[config.mk]
export PLATFORM = sky130hd
export DESIGN_NAME = zero_crossing_tracked_sawtooth_flat
export DESIGN_NICKNAME = d
export VERILOG_FILES = /design/src/rtl/zcts_pkg.sv /design/src/rtl/zcts_if.sv /design/src/rtl/zcts_div.sv /design/src/rtl/zcts_lane.sv /design/src/rtl/zcts_merge.sv /design/src/rtl/zero_crossing_tracked_sawtooth.sv /design/src/flat_wrapper.sv
export VERILOG_INCLUDE_DIRS = /design/src /design/src/rtl
export SDC_FILE = /design/constraint.sdc
export NUM_CORES = 1
export LEC_CHECK = 0
export BUFFER_PORTS_ARGS = -buffer_cell sky130_fd_sc_hd__buf_2
export CELL_PAD_IN_SITES_DETAIL_PLACEMENT = 1
export CELL_PAD_IN_SITES_GLOBAL_PLACEMENT = 1
export CORE_ASPECT_RATIO = 0.75
export CORE_MARGIN = 1
export CORE_UTILIZATION = 53
export CTS_BUF_LIST = sky130_fd_sc_hd__clkbuf_4 sky130_fd_sc_hd__clkbuf_8 sky130_fd_sc_hd__clkbuf_16
export DETAILED_ROUTE_END_ITERATION = 8
export PLACE_DENSITY = 0.95
export SLEW_MARGIN = 20
export SYNTH_ARGS = -nofsm -noshare
export SYNTH_HDL_FRONTEND = slang
export SYNTH_SLANG_ARGS = --single-unit
[constraint.sdc]
create_clock -name clk -period 5.4 [get_ports clk]
set_input_delay 0.54 -clock clk [delete_from_list [all_inputs] [get_ports clk]]
set_output_delay 0.54 -clock clk [all_outputs]
set_load 0.03 [all_outputs]
[src/rtl/zero_crossing_tracked_sawtooth_defines.svh]
// ----------------------------------------------------------------------------
// Zero-crossing tracked sawtooth: assertion macros
// Shared check macros; they expand to nothing when SYNTHESIS is defined.
// ----------------------------------------------------------------------------
`ifndef ZERO_CROSSING_TRACKED_SAWTOOTH_DEFINES_SVH
`define ZERO_CROSSING_TRACKED_SAWTOOTH_DEFINES_SVH

`ifndef SYNTHESIS
// Condition holds at every edge outside reset
`define ZCTS_ASSERT_ALWAYS(lbl, cond) \
    lbl: assert property (@(posedge clk) disable iff (!rst_n) (cond)) \
        else $error("zcts check failed");
// Consequent holds in the same cycle as the antecedent
`define ZCTS_ASSERT_IMPLIES(lbl, ante, cons) \
    lbl: assert property (@(posedge clk) disable iff (!rst_n) (ante) |-> (cons)) \
        else $error("zcts check failed");
// Consequent holds in the cycle after the antecedent
`define ZCTS_ASSERT_NEXT(lbl, ante, cons) \
    lbl: assert property (@(posedge clk) disable iff (!rst_n) (ante) |=> (cons)) \
        else $error("zcts check failed");
`else
`define ZCTS_ASSERT_ALWAYS(lbl, cond)
`define ZCTS_ASSERT_IMPLIES(lbl, ante, cons)
`define ZCTS_ASSERT_NEXT(lbl, ante, cons)
`endif

`endif

[src/rtl/zcts_pkg.sv]
// ----------------------------------------------------------------------------
// Zero-crossing tracked sawtooth: package
// Word types, register indexes and reset constants shared by the block.
// ----------------------------------------------------------------------------
package zcts_pkg;

    localparam int SAMPLE_W  = 12;
    localparam int SAW_W     = 12;
    localparam int PERIOD_W  = 16;
    localparam int CFG_IDX_W = 1;
    localparam int CFG_DATA_W = 16;

    // Register indexes
    localparam logic [CFG_IDX_W-1:0] REG_MIN_PERIOD = 1'b0;
    localparam logic [CFG_IDX_W-1:0] REG_MAX_PERIOD = 1'b1;

    // Register reset values
    localparam logic [PERIOD_W-1:0] MIN_PERIOD_RST = 16'd10;
    localparam logic [PERIOD_W-1:0] MAX_PERIOD_RST = 16'd4800;

    // Saturation point of the crossing counter
    localparam logic [PERIOD_W-1:0] COUNT_MAX = 16'hFFFF;

    typedef struct packed {
        logic signed [SAMPLE_W-1:0] sample_a;
        logic signed [SAMPLE_W-1:0] sample_b;
    } in_word_t;

    typedef struct packed {
        logic signed [SAW_W-1:0]    saw_a;
        logic signed [SAW_W-1:0]    saw_b;
        logic        [PERIOD_W-1:0] period_a;
        logic        [PERIOD_W-1:0] period_b;
    } out_word_t;

    // Period window handed to every lane
    typedef struct packed {
        logic [PERIOD_W-1:0] min_period;
        logic [PERIOD_W-1:0] max_period;
    } cfg_t;

    // What one lane reports for the current word
    typedef struct packed {
        logic signed [SAW_W-1:0] saw;
        logic [PERIOD_W-1:0]     period;
    } lane_res_t;

endpackage

[src/rtl/zcts_if.sv]
// ----------------------------------------------------------------------------
// Zero-crossing tracked sawtooth: channel interfaces
// Valid/ready channels for sample words and result words.
// ----------------------------------------------------------------------------
interface zcts_in_if;
    logic               valid;
    logic               ready;
    zcts_pkg::in_word_t data;

    modport source (output valid, output data, input ready);
    modport sink   (input valid, input data, output ready);
endinterface

interface zcts_out_if;
    logic                valid;
    logic                ready;
    zcts_pkg::out_word_t data;

    modport source (output valid, output data, input ready);
    modport sink   (input valid, input data, output ready);
endinterface

[src/rtl/zcts_div.sv]
// ----------------------------------------------------------------------------
// Zero-crossing tracked sawtooth: serial divider
// Restoring divider for 2^(QW-1) / divisor, one quotient bit per cycle.
// ----------------------------------------------------------------------------
module zcts_div #(
    parameter int QW = 31
) (
    input  logic                          clk,
    input  logic                          rst_n,
    input  logic                          start,
    input  logic [zcts_pkg::PERIOD_W-1:0] divisor,
    output logic                          done,
    output logic [QW-1:0]                 quotient
);

    localparam int DW = zcts_pkg::PERIOD_W;
    localparam int CW = $clog2(QW + 1);

    logic          busy_reg,  busy_next;
    logic          done_reg,  done_next;
    logic          first_reg, first_next;
    logic [CW-1:0] step_reg,  step_next;
    logic [DW-1:0] div_reg,   div_next;
    logic [DW-1:0] rem_reg,   rem_next;
    logic [QW-1:0] quot_reg,  quot_next;

    logic [DW:0]   trial;
    logic          fits;

    // Shift in the next dividend bit: a one first, zeros after
    assign trial = {rem_reg, first_reg};
    assign fits  = trial >= {1'b0, div_reg};

    always_comb
    begin
        busy_next  = busy_reg;
        done_next  = 1'b0;
        first_next = first_reg;
        step_next  = step_reg;
        div_next   = div_reg;
        rem_next   = rem_reg;
        quot_next  = quot_reg;
        if (start)
        begin
            busy_next  = 1'b1;
            first_next = 1'b1;
            step_next  = CW'(QW);
            div_next   = divisor;
            rem_next   = '0;
            quot_next  = '0;
        end
        else if (busy_reg)
        begin
            first_next = 1'b0;
            rem_next   = fits ? DW'(trial - {1'b0, div_reg}) : trial[DW-1:0];
            quot_next  = {quot_reg[QW-2:0], fits};
            step_next  = step_reg - 1'b1;
            if (step_reg == CW'(1))
            begin
                busy_next = 1'b0;
                done_next = 1'b1;
            end
        end
    end

    // Control state
    always_ff @(posedge clk or negedge rst_n)
    begin
        if (!rst_n)
        begin
            busy_reg <= 1'b0;
            done_reg <= 1'b0;
        end
        else
        begin
            busy_reg <= busy_next;
            done_reg <= done_next;
        end
    end

    // Datapath
    always_ff @(posedge clk)
    begin
        first_reg <= first_next;
        step_reg  <= step_next;
        div_reg   <= div_next;
        rem_reg   <= rem_next;
        quot_reg  <= quot_next;
    end

    assign done     = done_reg;
    assign quotient = quot_reg;

endmodule

[src/rtl/zcts_lane.sv]
// ----------------------------------------------------------------------------
// Zero-crossing tracked sawtooth: channel lane
// Crossing detector, period counter, increment divider and phase oscillator
// for one audio channel.
// ----------------------------------------------------------------------------
module zcts_lane #(
    parameter int PHASE_BITS   = 30,
    parameter int RESET_PERIOD = 48000
) (
    input  logic                                 clk,
    input  logic                                 rst_n,
    input  logic                                 start,
    input  logic signed [zcts_pkg::SAMPLE_W-1:0] sample,
    input  zcts_pkg::cfg_t                       cfg,
    output logic                                 done,
    output zcts_pkg::lane_res_t                  res
);

    localparam int PW = zcts_pkg::PERIOD_W;
    localparam int QW = PHASE_BITS + 1;

    logic                  prev_reg,  prev_next;
    logic [PW-1:0]         count_reg, count_next;
    logic [PW-1:0]         meas_reg,  meas_next;
    logic [PHASE_BITS-1:0] phase_reg, phase_next;
    logic                  done_reg;
    logic [zcts_pkg::SAW_W-1:0] saw_reg, saw_next;

    logic          nonneg;
    logic          rising;
    logic [PW-1:0] count_base;
    logic [PW-1:0] divisor;
    logic          div_done;
    logic [QW-1:0] quotient;
    logic [QW-1:0] phase_sum;
    logic [10:0]   phase_top;

    // Detect the rising crossing and take the count as period when in window
    assign nonneg = ~sample[zcts_pkg::SAMPLE_W-1];
    assign rising = nonneg & ~prev_reg;

    always_comb
    begin
        meas_next  = meas_reg;
        count_base = count_reg;
        if (rising)
        begin
            if ((count_reg > cfg.min_period) && (count_reg < cfg.max_period))
            begin
                meas_next = count_reg;
            end
            count_base = '0;
        end
        count_next = (count_base != zcts_pkg::COUNT_MAX) ? count_base + 1'b1 : count_base;
        prev_next  = nonneg;
        divisor    = (meas_next == '0) ? PW'(1) : meas_next;
    end

    zcts_div #(
        .QW (QW)
    ) u_div (
        .clk      (clk),
        .rst_n    (rst_n),
        .start    (start),
        .divisor  (divisor),
        .done     (div_done),
        .quotient (quotient)
    );

    // Advance the phase; the sum stays below twice the full scale, so drop the carry
    assign phase_sum  = QW'(phase_reg) + quotient;
    assign phase_next = phase_sum[PHASE_BITS-1:0];
    assign phase_top  = phase_next[PHASE_BITS-1 -: 11];
    assign saw_next   = {~phase_top[10], phase_top[9:0], 1'b0};

    // Channel state
    always_ff @(posedge clk or negedge rst_n)
    begin
        if (!rst_n)
        begin
            prev_reg  <= 1'b0;
            count_reg <= '0;
            meas_reg  <= PW'(RESET_PERIOD);
            phase_reg <= '0;
            done_reg  <= 1'b0;
        end
        else
        begin
            done_reg <= div_done;
            if (start)
            begin
                prev_reg  <= prev_next;
                count_reg <= count_next;
                meas_reg  <= meas_next;
            end
            if (div_done)
            begin
                phase_reg <= phase_next;
            end
        end
    end

    // Hold the sawtooth code until the next word
    always_ff @(posedge clk)
    begin
        if (div_done)
        begin
            saw_reg <= saw_next;
        end
    end

    assign done       = done_reg;
    assign res.saw    = saw_reg;
    assign res.period = meas_reg;

endmodule

[src/rtl/zcts_merge.sv]
// ----------------------------------------------------------------------------
// Zero-crossing tracked sawtooth: lane merge
// Gathers both lane results into one output word and holds it until taken.
// ----------------------------------------------------------------------------
module zcts_merge (
    input  logic                clk,
    input  logic                rst_n,
    input  logic                pending,
    input  zcts_pkg::lane_res_t res_a,
    input  zcts_pkg::lane_res_t res_b,
    output logic                taken,
    zcts_out_if.source          results
);

    logic                valid_reg;
    zcts_pkg::out_word_t data_reg;

    // Load when the output register is empty or drains this cycle
    assign taken = pending & (~valid_reg | results.ready);

    always_ff @(posedge clk or negedge rst_n)
    begin
        if (!rst_n)
        begin
            valid_reg <= 1'b0;
        end
        else if (taken)
        begin
            valid_reg <= 1'b1;
        end
        else if (results.ready)
        begin
            valid_reg <= 1'b0;
        end
    end

    always_ff @(posedge clk)
    begin
        if (taken)
        begin
            data_reg.saw_a    <= res_a.saw;
            data_reg.saw_b    <= res_b.saw;
            data_reg.period_a <= res_a.period;
            data_reg.period_b <= res_b.period;
        end
    end

    assign results.valid = valid_reg;
    assign results.data  = data_reg;

endmodule

[src/rtl/zero_crossing_tracked_sawtooth.sv]
// ----------------------------------------------------------------------------
// Zero-crossing tracked sawtooth: top level
// Two-channel pitch tracker driving sawtooth oscillators, one lane per channel.
// ----------------------------------------------------------------------------
//  port       dir   word
//  samples    sink  sample_a, sample_b
//  results    src   saw_a, saw_b, period_a, period_b
//  wr_*       in    register write (index 0 min_period, 1 max_period)
//
//  From accept a word passes through the bit-serial increment divider and
//  the done register in each lane, then the pending register, to the
//  output register; the two lanes run in lockstep. Reset returns all channel
//  state at once, no clearing pass. A finished word waits in the output
//  register while the next sample word is accepted; a stalled result holds
//  the lanes' next hand-off, and samples.ready stays low until it moves.
// ----------------------------------------------------------------------------
`include "zero_crossing_tracked_sawtooth_defines.svh"

module zero_crossing_tracked_sawtooth #(
    parameter int RESET_PERIOD = 48000,
    parameter int PHASE_BITS   = 30
) (
    input  logic                             clk,
    input  logic                             rst_n,
    zcts_in_if.sink                          samples,
    zcts_out_if.source                       results,
    input  logic                             wr_en,
    input  logic [zcts_pkg::CFG_IDX_W-1:0]   wr_index,
    input  logic [zcts_pkg::CFG_DATA_W-1:0]  wr_data
);

    zcts_pkg::cfg_t      cfg_reg;
    logic                busy_reg;
    logic                pend_reg;
    logic                accept;
    logic                taken;
    logic [1:0]          lane_done;
    zcts_pkg::lane_res_t res_a;
    zcts_pkg::lane_res_t res_b;

    // Configuration registers
    always_ff @(posedge clk or negedge rst_n)
    begin
        if (!rst_n)
        begin
            cfg_reg.min_period <= zcts_pkg::MIN_PERIOD_RST;
            cfg_reg.max_period <= zcts_pkg::MAX_PERIOD_RST;
        end
        else if (wr_en)
        begin
            unique case (wr_index)
                zcts_pkg::REG_MIN_PERIOD: cfg_reg.min_period <= wr_data;
                zcts_pkg::REG_MAX_PERIOD: cfg_reg.max_period <= wr_data;
                default:                  ;
            endcase
        end
    end

    // Take a word whenever the lanes are free
    assign samples.ready = ~busy_reg;
    assign accept        = samples.valid & ~busy_reg;

    // Track the word from accept until the merge takes its result
    always_ff @(posedge clk or negedge rst_n)
    begin
        if (!rst_n)
        begin
            busy_reg <= 1'b0;
            pend_reg <= 1'b0;
        end
        else
        begin
            if (accept)
            begin
                busy_reg <= 1'b1;
            end
            else if (taken)
            begin
                busy_reg <= 1'b0;
            end
            if (taken)
            begin
                pend_reg <= 1'b0;
            end
            else if (lane_done[0])
            begin
                pend_reg <= 1'b1;
            end
        end
    end

    zcts_lane #(
        .PHASE_BITS   (PHASE_BITS),
        .RESET_PERIOD (RESET_PERIOD)
    ) u_lane_a (
        .clk    (clk),
        .rst_n  (rst_n),
        .start  (accept),
        .sample (samples.data.sample_a),
        .cfg    (cfg_reg),
        .done   (lane_done[0]),
        .res    (res_a)
    );

    zcts_lane #(
        .PHASE_BITS   (PHASE_BITS),
        .RESET_PERIOD (RESET_PERIOD)
    ) u_lane_b (
        .clk    (clk),
        .rst_n  (rst_n),
        .start  (accept),
        .sample (samples.data.sample_b),
        .cfg    (cfg_reg),
        .done   (lane_done[1]),
        .res    (res_b)
    );

    zcts_merge u_merge (
        .clk     (clk),
        .rst_n   (rst_n),
        .pending (pend_reg),
        .res_a   (res_a),
        .res_b   (res_b),
        .taken   (taken),
        .results (results)
    );

    // Checks
    `ZCTS_ASSERT_ALWAYS(a_lanes_lockstep, lane_done[0] == lane_done[1])
    `ZCTS_ASSERT_IMPLIES(a_done_while_busy, lane_done[0], busy_reg && !pend_reg)
    `ZCTS_ASSERT_IMPLIES(a_pend_while_busy, pend_reg, busy_reg)
    `ZCTS_ASSERT_NEXT(a_taken_shows, taken, results.valid)

endmodule

[src/flat_wrapper.sv]
// flat-port wrapper written by rule: the top's interface ports become plain ports
module zero_crossing_tracked_sawtooth_flat 
#(
    parameter int RESET_PERIOD = 48000,
    parameter int PHASE_BITS   = 30
)
  (clk, rst_n, wr_en, wr_index, wr_data, samples_valid, samples_data, samples_ready, results_valid, results_data, results_ready);
  zcts_in_if samples_i ();
  zcts_out_if results_i ();
  input  logic clk;
  input  logic rst_n;
  input  logic wr_en;
  input  logic [zcts_pkg::CFG_IDX_W-1:0] wr_index;
  input  logic [zcts_pkg::CFG_DATA_W-1:0] wr_data;
  input wire logic [$bits(samples_i.valid)-1:0] samples_valid;
  input wire logic [$bits(samples_i.data)-1:0] samples_data;
  output wire logic [$bits(samples_i.ready)-1:0] samples_ready;
  output wire logic [$bits(results_i.valid)-1:0] results_valid;
  output wire logic [$bits(results_i.data)-1:0] results_data;
  input wire logic [$bits(results_i.ready)-1:0] results_ready;
  assign samples_i.valid = samples_valid;
  assign samples_i.data = samples_data;
  assign samples_ready = samples_i.ready;
  assign results_valid = results_i.valid;
  assign results_data = results_i.data;
  assign results_i.ready = results_ready;
  zero_crossing_tracked_sawtooth #(.RESET_PERIOD(RESET_PERIOD), .PHASE_BITS(PHASE_BITS)) u_core (.clk(clk), .rst_n(rst_n), .samples(samples_i), .results(results_i), .wr_en(wr_en), .wr_index(wr_index), .wr_data(wr_data));
endmodule
==> flow_summary.json <==
{
  "status": "complete, no violations",
  "port-buffer-count": 79,
  "first_iter_violations": 1616,
  "rows": 61,
  "cp-start-kind": "flip-flop",
  "rsz0062_at_grt": "false",
  "crit_required_ps": 5700,
  "hold_path_class": "input port to asynchronous set/reset pin",
  "num_antenna_cells": 0,
  "dieArea_um2": 39300,
  "min_period_ps": 3780,
  "synth-seq-area-share_pct": 46.6,
  "timing.slew.headroom_pct": 26.8,
  "period_share_pct": 70.0,
  "yosys.cell_types.count": 76,
  "netSwitchingFraction_pct": 39.3,
  "yosysTopAreaCellShare_pct": 17.9,
  "firstDrtPassIters": 8,
  "comb_power_share_pct": 38.7,
  "die_x_um": 228,
  "largest_register_ffs": 54,
  "pwr-share-seq_pct": 36.0,
  "ys_ff_latch": 378,
  "power.switching_uw": 4590,
  "drv_cap": 0,
  "yosysWarnings": 0,
  "crit_type": "flip-flop to flip-flop",
  "track_usage_pct": 33.2,
  "num_io_pins": 104,
  "tightestPinTransition_ps": 1100,
  "critPathSlowestCell": "dfrtp_1",
  "die_h_um": 172,
  "place.gp.congestion": 0.915,
  "internal-power_uw": 7100,
  "post-synth-top-area-cell": "dfrtp_1",
  "viasPerCell": 6.55,
  "post_drt_wl_per_cell_um": 26.0,
  "worstSetupEndpointType": "flip-flop",
  "cts_made_buffers": 39,
  "coreArea_um2": 37500,
  "synth_area_leaders": "dfrtp_1, edfxtp_1, dfxtp_1",
  "critPathMaxFanout": 16,
  "antenna_found_initial": 1,
  "cts_sinks": 378,
  "cts_resized": 0,
  "setup_viol": 0,
  "drc_errors": 0,
  "tns_ps": 0,
  "final_util_pct": 60.4,
  "fmax_mhz": 264,
  "start_util_pct": 54.4,
  "clk_latency_ps": 560,
  "arrival_ps": 4080,
  "grt_overflow": 0,
  "synth_enable_flop_cells": 108,
  "power_leakage_uw": 0.0107,
  "clockBufferDepth": 3,
  "cts_tree": "built",
  "pwr-share-clk_pct": 25.2,
  "vias": 16500,
  "area_delta_synth_final_pct": 11.1,
  "antenna_left": 0,
  "synthArstFlopShare_pct": 43.9,
  "syn_area_um2": 20400,
  "fin_nets": 2191,
  "power.density_nw_per_um2": 516,
  "drt-total-wl_um": 65400,
  "hold_viol_final": 0,
  "h-tree-depth": 2,
  "clockRootBuffer": "clkbuf_16",
  "grt_pass1_wl_um": 102000,
  "grt_max_degree": 82,
  "path_clk_slew_ps": 70,
  "drive_above_1_share_pct": 16.9,
  "grt_pass1_vias": 18100,
  "syn_inst": 1915,
  "synthFlopType": "dfrtp_1",
  "post_cts_buffers": 0,
  "hpwlAfterDp_um": 39700,
  "peakVddDrop_mv": 0.270,
  "crit_chain": "ha_1, nor2b_1, o21a_1, o21ai_0, a21oi_1, o31ai_1, a21oi_1, o31ai_1, nor2_1, buf_4, mux2_2",
  "slew_violations": 0,
  "skew_ps": 16.9,
  "slowest_delay_ps": 530,
  "avgSynthCellArea_um2": 10.6,
  "cts_hold_buffers": 0
}
==> final cells by class <==
type	count	area [µm²]
Clock inverter	11	133
Fill cell	3928	14800
Multi-Input combinational cell	1373	10300
Sequential cell	378	9510
Timing Repair Buffer	92	499
Inverter	99	374
Tap cell	504	631
Clock buffer	60	1240
==> kinds of logic (layout without fill, tap and decap cells) <==
kind of cell / count (synthesis) / after routing / share of synthesized area (%)
buf+inv: 165 / 262 / 3.13
simple gates: 489 / 489 / 11.9
compound gates: 412 / 412 / 12.9
mux: 214 / 214 / 11.3
other cells: 1 / 2 / 0.0184
xor+xnor: 94 / 94 / 4.04
fa+ha+maj: 162 / 162 / 10.1
flops: 378 / 378 / 46.6
==> power groups by stage <==
stage               sequential (µW)  combinational [µW]  clock, µW
global placement               4120                3700          0
CTS                            4180                4440       2960
global route                   4250                4850       3060
finish                         4210                4530       2950
floorplan                      4030                3080          0
detailed placement             4200                4150          0
==> per-layer routing <==
metal / GRT usage (%) / part of all wire (%) / up-vias
li1: - / - / 7091
met1: 39.1 / 39 / 8289
met2: 58.4 / 49 / 818
met3: 6.71 / 7.3 / 289
met4: 16.5 / 4.5 / 2
met5: 0 / 0.023 / -
==> Yosys cell counts (all sizes together) (7+ instances only) <==
master and n:
a211oi 18, a21o 59, a21oi 126, a31oi 14
and2 9, and3 11, and4 7, buf 18
clkbuf 48, dfrtp 146, dfstp 20, dfxtp 104
edfxtp 108, ha 158, inv 99, mux2 125
mux2i 89, nand2 118, nand2b 18, nand3 40
nand3b 8, nand4 33, nor2 133, nor2b 24
nor3 31, nor4 19, o21a 16, o21ai 102
o21bai 12, o311ai 7, o31ai 15, or2 11
xnor2 63, xor2 31
==> cell usage in the layout, fill, tap and decap left out, drive strengths merged, types with 8 or more instances in the layout <==
cell type	count
mux2i	89
buf	92
nor2	133
dfxtp	104
a21o	59
nor3	31
inv	99
edfxtp	108
nand2	118
dfrtp	146
dfstp	20
a211oi	18
or2	11
o21bai	12
nor2b	24
o21a	16
nand3b	8
and2	9
ha	158
mux2	125
nand2b	18
nand4	33
and3	11
o21ai	102
xnor2	63
nor4	19
clkbuf	60
xor2	31
nand3	40
a21oi	126
o31ai	15
a31oi	14
==> path summary, 6_finish.rpt <==
check	startpoint	end	slack, ps	cells after the start
max	u_core.u_lane_a.count_reg[1]	u_core.u_lane_a.u_div.div_reg[2]	1620	11
min	rst_n	u_core.u_lane_a.meas_reg[6]	20	1
max reg2reg	u_core.u_lane_a.count_reg[1]	u_core.u_lane_a.u_div.div_reg[2]	1620	11
min reg2reg	u_core.u_lane_a.saw_reg[2]	u_core.u_merge.results.data[46]	420	0
max in group asynchronous	rst_n	u_core.u_lane_b.count_reg[5]	4180	2
min in group clk	samples_data[23]	u_core.u_lane_a.prev_reg	190	2
==> stage by stage <==
stage | hold WS [ps] | cells | setup WS (ps) | total power, µW | area [µm²]
2_1_floorplan | 244 | 1916 | 2490 | 7110 | 20400
3_3_place_gp | 401 | 2446 | 2140 | 7820 | 21300
3_5_place_dp | 405 | 2446 | 1980 | 8350 | 21300
4_1_cts | 79.6 | 2517 | 1790 | 11600 | 22600
5_1_grt | 108 | 2517 | 1520 | 12200 | 22600
6_report | 15.8 | 2517 | 1620 | 11700 | 22600
==> critical path, delay by kind of cell, from the launching register on <==
kind / cells / cell delay, ps
compound gates: 6 / 1730
mux: 1 / 330
simple gates: 2 / 300
buf+inv: 1 / 250
flops: 1 / 530
fa+ha+maj: 1 / 380
Power figures use the tool's default switching activity.
